`config.mk`:
```
export PLATFORM = sky130hd
export DESIGN_NAME = ghul_ctrl
export DESIGN_NICKNAME = d
export VERILOG_FILES = /design/src/rtl/glyph_hash_to_utf16_lookup_defines.svh /design/src/rtl/ghul_pkg.sv /design/src/rtl/ghul_ctrl.sv
export SDC_FILE = /design/constraint.sdc
export NUM_CORES = 1
export LEC_CHECK = 0
export BUFFER_PORTS_ARGS = -buffer_cell sky130_fd_sc_hd__buf_2
export CAP_MARGIN = 20
export CORE_AREA = 3 3 40 42
export CTS_BUF_LIST = sky130_fd_sc_hd__clkbuf_16
export DETAILED_ROUTE_END_ITERATION = 8
export DIE_AREA = 0 0 43 45
export SLEW_MARGIN = 20
export SYNTH_ARGS = -nofsm -noshare
export SYNTH_HDL_FRONTEND = slang
export SYNTH_SLANG_ARGS = --single-unit
```
`constraint.sdc`:
```
create_clock -name clk -period 1.1 [get_ports clk]
set_input_delay 0.11 -clock clk [delete_from_list [all_inputs] [get_ports clk]]
set_output_delay 0.11 -clock clk [all_outputs]
set_load 0.03 [all_outputs]
```
`src/rtl/glyph_hash_to_utf16_lookup_defines.svh`:
```
// ----------------------------------------------------------------------------
// glyph hash lookup assertion macros
// concurrent checks on clk, disabled while arst_n is low
// ----------------------------------------------------------------------------
`ifndef GLYPH_HASH_TO_UTF16_LOOKUP_DEFINES_SVH
`define GLYPH_HASH_TO_UTF16_LOOKUP_DEFINES_SVH

`ifndef NO_ASSERTIONS
// plain condition that must hold at every edge
`define GHUL_ASSERT(lbl, expr) \
	lbl: assert property (@(posedge clk) disable iff (!arst_n) (expr)) \
	else $error("ghul assertion failed");
// same-cycle implication
`define GHUL_ASSERT_IMP(lbl, ante, cons) \
	lbl: assert property (@(posedge clk) disable iff (!arst_n) (ante) |-> (cons)) \
	else $error("ghul assertion failed");
// next-cycle implication
`define GHUL_ASSERT_NEXT(lbl, ante, cons) \
	lbl: assert property (@(posedge clk) disable iff (!arst_n) (ante) |=> (cons)) \
	else $error("ghul assertion failed");
`else
`define GHUL_ASSERT(lbl, expr)
`define GHUL_ASSERT_IMP(lbl, ante, cons)
`define GHUL_ASSERT_NEXT(lbl, ante, cons)
`endif

`endif

```
`src/rtl/ghul_pkg.sv`:
```
// ----------------------------------------------------------------------------
// ghul_pkg
// shared types and constants of the glyph hash to utf-16 lookup
// ----------------------------------------------------------------------------
package ghul_pkg;

	// request kinds
	localparam logic [1:0] REQ_LOOKUP = 2'd0;
	localparam logic [1:0] REQ_WBASE  = 2'd1;
	localparam logic [1:0] REQ_WOVER  = 2'd2;
	localparam logic [1:0] REQ_CLEAR  = 2'd3;

	// field widths
	localparam int IDX_W   = 10;
	localparam int HALF_W  = 64;
	localparam int KEY_W   = 128;
	localparam int CP_W    = 21;
	localparam int CNT_W   = 3;
	localparam int UNIT_W  = 16;
	localparam int NUNITS  = 4;
	localparam int CFG_W   = 11;

	// stream payload layout
	localparam int S_DATA_W = 232;
	localparam int S_USER_W = 2;
	localparam int M_DATA_W = 16;
	localparam int M_USER_W = 2;
	localparam int OFS_IDX  = 0;
	localparam int OFS_HI   = 10;
	localparam int OFS_LO   = 74;
	localparam int OFS_CP   = 138;
	localparam int OFS_CNT  = 159;
	localparam int OFS_UNIT = 162;

	// override table geometry
	localparam int OVER_DEPTH = 16;
	localparam int OW         = 4;

	// utf-16 conversion constants
	localparam logic [CP_W-1:0]   SUPP_BASE = 21'h010000;
	localparam logic [CP_W-1:0]   CP_MAX    = 21'h10FFFF;
	localparam logic [UNIT_W-1:0] HI_SURR   = 16'hD800;
	localparam logic [UNIT_W-1:0] LO_SURR   = 16'hDC00;

	// controller to datapath commands
	typedef struct packed {
		logic capture;
		logic base_wr;
		logic ov_wr;
		logic ov_clr;
		logic scan_step;
		logic srch_start;
		logic srch_rd;
		logic srch_upd;
		logic out_ov;
		logic out_base;
		logic out_miss;
	} cmd_t;

	// datapath to controller status
	typedef struct packed {
		logic ov_hit;
		logic ov_done;
		logic srch_empty;
		logic cmp_eq;
		logic out_done;
	} sts_t;

endpackage

```
`src/rtl/ghul_ctrl.sv`:
```
// ----------------------------------------------------------------------------
// ghul_ctrl
// request sequencer: override scan, binary search probes, output drain
// ----------------------------------------------------------------------------
module ghul_ctrl (
	input  logic              clk,
	input  logic              arst_n,
	input  logic              s_tvalid,
	output logic              s_tready,
	input  logic [1:0]        req_type,
	input  ghul_pkg::sts_t    sts,
	output ghul_pkg::cmd_t    cmd
);

	localparam logic [2:0] ST_IDLE = 3'd0;
	localparam logic [2:0] ST_SCAN = 3'd1;
	localparam logic [2:0] ST_SRD  = 3'd2;
	localparam logic [2:0] ST_SCMP = 3'd3;
	localparam logic [2:0] ST_OUT  = 3'd4;

	logic [2:0] state_q;
	logic [2:0] state_nxt;

	// next state and commands
	always_comb begin
		cmd       = '0;
		state_nxt = state_q;
		s_tready  = 1'b0;
		case (state_q)
			ST_IDLE: begin
				s_tready = 1'b1;
				if (s_tvalid) begin
					case (req_type)
						ghul_pkg::REQ_LOOKUP: begin
							cmd.capture = 1'b1;
							state_nxt   = ST_SCAN;
						end
						ghul_pkg::REQ_WBASE: cmd.base_wr = 1'b1;
						ghul_pkg::REQ_WOVER: cmd.ov_wr   = 1'b1;
						ghul_pkg::REQ_CLEAR: cmd.ov_clr  = 1'b1;
						default: ;
					endcase
				end
			end
			ST_SCAN: begin
				if (sts.ov_hit) begin
					cmd.out_ov = 1'b1;
					state_nxt  = ST_OUT;
				end else if (sts.ov_done) begin
					cmd.srch_start = 1'b1;
					state_nxt      = ST_SRD;
				end else begin
					cmd.scan_step = 1'b1;
				end
			end
			ST_SRD: begin
				if (sts.srch_empty) begin
					cmd.out_miss = 1'b1;
					state_nxt    = ST_OUT;
				end else begin
					cmd.srch_rd = 1'b1;
					state_nxt   = ST_SCMP;
				end
			end
			ST_SCMP: begin
				if (sts.cmp_eq) begin
					cmd.out_base = 1'b1;
					state_nxt    = ST_OUT;
				end else begin
					cmd.srch_upd = 1'b1;
					state_nxt    = ST_SRD;
				end
			end
			ST_OUT: begin
				if (sts.out_done) state_nxt = ST_IDLE;
			end
			default: state_nxt = ST_IDLE;
		endcase
	end

	// state register
	always_ff @(posedge clk or negedge arst_n) begin
		if (!arst_n) begin
			state_q <= ST_IDLE;
		end else begin
			state_q <= state_nxt;
		end
	end

endmodule

```
==> flow_metrics.py, run 1 <==
metrics = {
    "outcome": {
        "status": "finished with violations",
        "violations": "setup timing",
    },
    "placement": {
        "io_buffers": 21,
        "routabilityCongestion": 0.7341,
        "dpl.hpwl_um": 736.4,
    },
    "clock_network": {
        "cts-buffers-inserted": 3,
        "htreeDepth": 1,
        "worstSkewPairLatency_ps": 230,
        "path_clk_slew_ps": 30,
        "clock_path_buffers": 2,
        "cts-root-buf": "clkbuf_16",
        "tritoncts": "yes",
        "clock_sinks": 3,
    },
    "job": {
        "cap_violations": 0,
    },
    "drt": {
        "wirelength_um": 1221,
        "drcViolationCount": 0,
        "dr_wl_met3_um": 76,
        "met1_length_um": 458,
        "viasPerCell": 4.813,
        "dr_wl_met2_um": 661,
        "vias": 438,
        "antenna_left": 0,
        "drtIter0Drc": 1,
        "top_layer": "met4",
        "wl_per_cell_um": 13.42,
        "dr.pass1.iters": 2,
    },
    "sta": {
        "slew_viol_final": 0,
        "min_period_over_period": 1.302,
        "setup_violations": 15,
        "skew_ps": 5.851,
        "rsz0062_at_grt": "true",
        "timing.fmax_mhz": 698.3,
        "period_needed_ps": 1432,
        "max_slew.worst_pin.slew_ps": 200.1,
        "setup_ws_ps": -332.1,
        "hold_viol_final": 0,
        "relSlewSlack": 0.8660,
    },
    "logic_synthesis": {
        "synth_edf_count": 0,
        "dominantRegCellSynth": "dfrtp_1",
        "netlist_instances": 37,
        "synth-seq-cells": 3,
        "syn-num-nets": 47,
        "yosysSeqAreaShare": 0.2290,
        "yosysWarnings": 0,
        "async_reset_ff_frac": 1.000,
        "yosysUniqueCellTypes": 22,
        "synth_area_per_cell_um2": 8.860,
        "syn-cell-area_um2": 327.8,
    },
    "die": {
        "initial_utilization": 0.2551,
        "ioPinCount": 22,
        "die_h_um": 45,
        "dieWidth_um": 43,
        "rows": 13,
        "dieArea_um2": 1935,
        "core_area_um2": 1285,
    },
    "power": {
        "p_total_mw": 1.799,
        "ir_drop_mv": 1.334,
        "power_leakage_nw": 0.3779,
        "p_per_area_nw_per_um2": 2209,
    },
    "global_routing": {
        "grt_overflow_total": 0,
        "grt_pass1_wl_um": 1662,
        "grt_max_degree": 7,
        "first_global_vias": 401,
        "grt_use_total": 0.1170,
        "antenna_found_initial": 0,
    },
    "worst_setup_path": {
        "endpoint_kind": "primary output",
        "crit_type": "reg2out",
        "critPathLaunchType": "flop",
        "critPathMaxStageDelay_ps": 450,
        "crit_arrival_ps": 1320,
        "r2r-start": "state_q[1]",
        "reg2reg_depth": 5,
        "critPathSlowestCell": "dfrtp_2",
        "crit_required_ps": 990,
        "path_cells": "nor3_4 -> nand3_2 -> nor2_4 -> buf_6",
        "reg2reg_setup_slack_ps": -150,
        "r2r_end": "state_q[2]",
        "cp_max_fo": 4,
    },
    "cells_and_area": {
        "largest_reg_flops": 3,
        "area_growth_pct": 148.5,
        "drive_above_1_share": 0.8026,
        "regMostFlops": "state_q",
        "utilization": 0.6339,
        "mostFrequentLayoutCells": "buf_6, buf_2, buf_4",
        "top_regs": "state_q (3)",
        "nets": 87,
        "layout_commonest_cell": "buf_6",
        "antenna_cells": 0,
    },
    "min_path": {
        "min_path_type": "in2async",
    },
}
[power by group]
group          internal (mW)  switching (mW)  total [mW]
clock network          0.469           0.106       0.575
registers              0.151          0.0786       0.230
logic                  0.526           0.469       0.995
total                   1.15           0.653        1.80
[area by class of cell]
type	count	area, um^2
clock buffers	3	75.07
clock inverters	1	3.754
fillers	105	470.5
inverters	4	15.01
multi-input cells	28	295.3
flip-flops and latches	3	78.83
well taps	15	18.77
repair buffers	37	327.8
[worst max path at each step]
stage              to        from  cells past startpoint  slack [ps]
2_1_floorplan  cmd[7]  state_q[0]                      4        -310
3_3_place_gp   cmd[7]  state_q[0]                      4        -150
3_5_place_dp   cmd[7]  state_q[0]                      4        -170
4_1_cts        cmd[7]  state_q[2]                      4        -330
5_1_grt        cmd[8]  state_q[0]                      4        -390
6_report       cmd[8]  state_q[0]                      4        -330
[metal layers]
layer | up-vias | global-route usage
li1 | 215 | -
met1 | 202 | 0.1411
met2 | 18 | 0.1916
met3 | 3 | 0.02390
met4 | 0 | 0.07229
met5 | - | 0
[cell usage after synthesis (2+ instances only)]
library cell  number  area share
a21oi_1            2       0.031
and3_1             3       0.057
inv_1              4       0.046
dfrtp_1            3        0.23
nor3b_1            2       0.046
nor3_1             2       0.031
nor2_1             4       0.046
buf_6              2       0.069
a31oi_1            2       0.038
[through the flow]
step                      setup TNS, ps  cell area, um^2  std cells  setup slack, ps  hold slack [ps]
after floorplan                   -1461            377.9         37           -314.2           -185.6
after global placement            -1206            544.3         78           -145.1           -89.98
final                             -3349            814.5         91           -332.1            206.9
after detailed placement          -1534            544.3         78           -167.3           -93.58
after global routing              -4055            814.5         91           -393.2            217.5
after CTS                         -3370            735.7         86           -326.2            204.1
[cells by family after synthesis]
kind of cell | Yosys count | share of synthesized area
buffers and inverters | 6 | 0.1145
AND/OR/NAND/NOR | 21 | 0.5229
flip-flops | 3 | 0.2290
AO/OA/AOI/OAI | 7 | 0.1336
[worst max-delay path: cells and delay by family, from the launching register on]
family                 cells  cell delay (ps)
buffers and inverters      1              130
DFF                        1              450
and+or+nand+nor            3              510
[repair_timing]
item                       CTS  global route
setup endpoints to repair   15            15
hold buffers                 1             0
setup buffers                3             5
pin swaps                    6            10
hold endpoints to repair     3             0
resized for setup           26            11
Power figures use the tool's default switching activity.
==> inputs of run 2 (changes only) <==
BUFFER_PORTS_ARGS = default   (was -buffer_cell sky130_fd_sc_hd__buf_2)
DONT_BUFFER_PORTS = 1   (was default)
==> flow_metrics.py, run 2 (same netlist as run 1, synthesis figures left out) <==
metrics = {
    "cells_and_area": {
        "layout_commonest_cell": "buf_6",
        "mostFrequentLayoutCells": "buf_6, inv_1, buf_4",
        "antenna_cells": 0,
        "final_cell_area_um2": 690.7,
        "nets": 69,
        "top_regs": "state_q (3)",
        "area_growth_pct": 110.7,
        "fill_cells": 112,
        "regMostFlops": "state_q",
        "drive_above_1_share": 0.7069,
        "largest_reg_flops": 3,
    },
    "sta": {
        "hold_viol_final": 0,
        "max_slew.worst_pin.slew_ps": 207.9,
        "skew_ps": 3.631,
        "setup_ws_ps": -308.2,
        "slew_viol_final": 0,
        "relSlewSlack": 0.8606,
        "rsz0062_at_grt": "true",
        "setup_violations": 15,
        "period_needed_ps": 1408,
        "min_period_over_period": 1.280,
        "timing.fmax_mhz": 710.1,
    },
    "drt": {
        "wirelength_um": 1075,
        "antenna_left": 0,
        "dr.pass1.iters": 4,
        "vias": 380,
        "viasPerCell": 5.205,
        "drcViolationCount": 0,
        "drtIter0Drc": 10,
        "wl_per_cell_um": 14.73,
    },
    "worst_setup_path": {
        "crit_required_ps": 990,
        "critPathLaunchType": "flop",
        "critPathSlowestCell": "dfrtp_1",
        "path_cells": "buf_6 -> nor3_4 -> nand3_2 -> nor2_4",
        "crit_arrival_ps": 1300,
        "cp_max_fo": 5,
        "critPathMaxStageDelay_ps": 400,
        "crit_type": "reg2out",
        "endpoint_kind": "primary output",
    },
    "clock_network": {
        "cts-root-buf": "clkbuf_16",
        "path_clk_slew_ps": 30,
        "clock_sinks": 3,
        "clock_path_buffers": 2,
        "cts-buffers-inserted": 3,
        "tritoncts": "yes",
        "htreeDepth": 1,
        "worstSkewPairLatency_ps": 230,
    },
    "placement": {
        "routabilityCongestion": 0.7169,
        "dpl.hpwl_um": 673.9,
        "dpl_cell_area_um2": 481.7,
        "io_buffers": 0,
    },
    "outcome": {
        "status": "finished with violations",
        "violations": "setup timing",
    },
    "power": {
        "power_leakage_nw": 0.2951,
        "ir_drop_mv": 0.9200,
        "p_per_area_nw_per_um2": 2422,
        "p_total_mw": 1.673,
    },
    "global_routing": {
        "grt_pass1_wl_um": 1559,
        "antenna_found_initial": 0,
        "first_global_vias": 354,
        "grt_use_total": 0.1134,
        "grt_overflow_total": 0,
        "grt_max_degree": 9,
    },
    "die": {
        "rows": 13,
        "initial_utilization": 0.2551,
        "dieArea_um2": 1935,
        "core_area_um2": 1285,
        "ioPinCount": 22,
        "dieWidth_um": 43,
        "die_h_um": 45,
    },
    "job": {
        "cap_violations": 0,
    },
    "min_path": {
        "min_path_type": "in2reg",
    },
}
-- run 2: cell types whose count changed in the layout (fill, tap and decap cells not counted), sizes merged --
cell	before	now
buf	36	18
-- run 2: per-layer routing --
layer  up-vias  routed length [um]  track usage
met2        24                 517       0.1766
li1        177                   -            -
met5         -                   0            0
met1       177                 422       0.1235
met4         0                  22      0.09036
met3         2                 112      0.04382
-- run 2: worst paths after layout --
check                            start    endpoint  slack [ps]  cells after the start
setup / recovery            state_q[2]      cmd[7]        -310                      4
min in group asynchronous       arst_n  state_q[1]         140                      1
setup reg to reg            state_q[1]  state_q[2]        -190                      6
hold reg to reg             state_q[2]  state_q[0]         600                      2
hold / removal             req_type[0]  state_q[0]          60                      3
max in group asynchronous       arst_n  state_q[0]         800                      1
-- run 2: metrics by stage --
stage	util	setup slack, ps	hold slack, ps	std cells	setup TNS [ps]
after floorplan	-	-314.2	-185.6	37	-1461
after global placement	0.3749	-104.4	-185.5	61	-580.9
after detailed placement	0.3749	-124.6	-185.5	61	-689.9
after CTS	0.4888	-338.8	67.47	69	-2994
after global routing	0.5375	-380.2	59.74	73	-4017
final	0.5375	-308.2	62.64	73	-3299
-- run 2: worst max-delay path: cells and delay by family (launching register included) --
family | cells | cell delay (ps)
and+or+nand+nor | 3 | 520
DFF | 1 | 400
buffers and inverters | 1 | 150
-- run 2: final cells by class --
class | instances | area [um^2] | area share
timing repair buffer | 19 | 211.5 | 0.3062
inverter | 4 | 15.01 | 0.02174
clock inverter | 1 | 3.754 | 0.005435
tap | 15 | 18.77 | 0.02717
clock buffer | 3 | 75.07 | 0.1087
multi-input combinational | 28 | 289.0 | 0.4185
sequential | 3 | 77.57 | 0.1123
-- run 2: where the power goes --
part | internal [mW] | leakage (nW) | total (mW) | switching, mW
Clock | 0.469 | 0.0423 | 0.570 | 0.101
Combinational | 0.451 | 0.216 | 0.889 | 0.438
Sequential | 0.149 | 0.0372 | 0.214 | 0.0647
Total | 1.07 | 0.295 | 1.67 | 0.604
-- run 2: timing repair --
action                                  CTS  global route
buffers inserted                          3             4
endpoints found under the setup margin   15            15
resized for setup                        10             8
pin swaps                                 4             8
hold buffers                              1             0
endpoints found under the hold margin     3             0
==> inputs of run 3 (changes only) <==
==> constraint.sdc (replaced) <==
create_clock -name clk -period 1.1 [get_ports clk]
set_input_delay 0.11 -clock clk [delete_from_list [all_inputs] [get_ports clk]]
set_output_delay 0.11 -clock clk [all_outputs]
set_load 0.05 [all_outputs]
==> flow_metrics.py, run 3 (same netlist as run 1, synthesis figures left out) <==
metrics = {
    "job": {
        "cap_violations": 0,
    },
    "clock_network": {
        "clock_path_buffers": 2,
        "cts-buffers-inserted": 3,
        "cts-root-buf": "clkbuf_16",
        "worstSkewPairLatency_ps": 230,
        "path_clk_slew_ps": 30,
        "tritoncts": "yes",
        "htreeDepth": 1,
        "clock_sinks": 3,
    },
    "die": {
        "initial_utilization": 0.2551,
        "ioPinCount": 22,
        "rows": 13,
        "dieArea_um2": 1935,
        "core_area_um2": 1285,
        "die_h_um": 45,
        "dieWidth_um": 43,
    },
    "worst_setup_path": {
        "cp_max_fo": 4,
        "critPathLaunchType": "flop",
        "endpoint_kind": "primary output",
        "crit_arrival_ps": 1340,
        "crit_type": "reg2out",
        "crit_buf_inv": 1,
        "critical_path.top_delay_family": "simple AND/OR/NAND/NOR gates",
        "path_cells": "nor3_4 -> nand3_4 -> nor2_4 -> buf_12",
        "critPathSlowestCell": "dfrtp_2",
        "crit_required_ps": 990,
        "critPathMaxStageDelay_ps": 430,
    },
    "sta": {
        "skew_ps": 0.1650,
        "rsz0062_at_grt": "true",
        "timing.fmax_mhz": 690.9,
        "setup_ws_ps": -347.5,
        "relSlewSlack": 0.8235,
        "max_slew.worst_pin.slew_ps": 266.2,
        "slew_viol_final": 0,
        "hold_viol_final": 0,
        "setup_violations": 15,
        "min_period_over_period": 1.316,
        "period_needed_ps": 1447,
    },
    "drt": {
        "antenna_left": 0,
        "wirelength_um": 1241,
        "vias": 393,
        "viasPerCell": 4.975,
        "wl_per_cell_um": 15.71,
        "dr.pass1.iters": 1,
        "drtIter0Drc": 0,
        "drcViolationCount": 0,
    },
    "global_routing": {
        "grt_overflow_total": 0,
        "grt_pass1_wl_um": 1897,
        "grt-busiest-layer": "met2",
        "antenna_found_initial": 0,
        "gr-usage-met1": 0.1377,
        "grt_use_total": 0.1417,
        "first_global_vias": 425,
        "grt_max_degree": 7,
        "grt_use_met2": 0.2455,
        "met3_usage": 0.05179,
    },
    "cells_and_area": {
        "fill_cells": 96,
        "largest_reg_flops": 3,
        "mostFrequentLayoutCells": "buf_6, buf_4, buf_12",
        "drive_above_1_share": 0.8125,
        "multi_input_area_um2": 315.3,
        "nets": 75,
        "top_regs": "state_q (3)",
        "final_cell_area_um2": 823.3,
        "antenna_cells": 0,
        "regMostFlops": "state_q",
        "seqCellArea_um2": 77.57,
        "layout.cells.non_filler": 79,
        "area_growth_pct": 151.1,
    },
    "min_path": {
        "min_path_type": "in2reg",
    },
    "power": {
        "power_leakage_nw": 0.3480,
        "ir_drop_mv": 1.433,
        "p_per_area_nw_per_um2": 2455,
    },
    "placement": {
        "dpl.hpwl_um": 801.9,
        "routabilityCongestion": 0.7307,
        "post-place-cells": 66,
        "io_buffers": 0,
        "dpl_cell_area_um2": 585.6,
    },
    "outcome": {
        "violations": "setup timing",
        "status": "finished with violations",
    },
}
==> run 3: where the power goes <==
group	total (mW)	internal (mW)	switching [mW]
sequential	0.206	0.148	0.0580
clock	0.581	0.470	0.111
combinational	1.23	0.616	0.618
==> run 3: path summary, 6_finish.rpt <==
kind,slack [ps],cells past startpoint,endpoint,start
worst min register to register,670,2,state_q[2],state_q[1]
worst min-delay path,60,3,state_q[0],req_type[0]
worst max-delay path,-350,4,cmd[8],state_q[1]
min in group asynchronous,140,1,state_q[0],arst_n
worst max register to register,-260,6,state_q[0],state_q[1]
max in group asynchronous,800,1,state_q[2],arst_n
==> run 3: repair_timing <==
item | 4_1_cts | 5_1_grt
setup endpoints to repair | 15 | 15
hold buffers | 1 | 0
resized for setup | 18 | 7
buffers inserted | 5 | 5
pin swaps | 10 | 6
endpoints found under the hold margin | 3 | 0
==> run 3: per-stage QoR <==
step	util	setup TNS, ps	worst slack, ps	power (mW)	hold slack, ps
2_1_floorplan	-	-2903	-587.2	0.7967	-185.6
3_3_place_gp	0.4557	-918.6	-134.1	1.082	-185.5
3_5_place_dp	0.4557	-1214	-157.4	1.095	-185.5
4_1_cts	0.5998	-3365	-347.5	1.906	78.35
5_1_grt	0.6407	-4744	-419.5	2.128	64.76
6_report	0.6407	-3867	-347.5	2.021	63.10
==> run 3: layer usage <==
layer  wire [um]  vias up
met4          28        0
met2         686       19
met3         103        2
met5           0        -
met1         423      185
li1            -      187
==> run 3: worst reg2reg max path: cells and delay by family (launching register included) <==
family                 cells  cell delay (ps)
AO/OA/AOI/OAI              2              200
buffers and inverters      3              390
flip-flops                 1              430
AND/OR/NAND/NOR            1              270
==> run 3: layout make-up <==
type | count | area share
Tap cell | 15 | 0.02280
Multi-Input combinational cell | 28 | 0.3830
Timing Repair Buffer | 25 | 0.3830
Inverter | 4 | 0.02128
Clock buffer | 3 | 0.09119
Sequential cell | 3 | 0.09422
Clock inverter | 1 | 0.004559
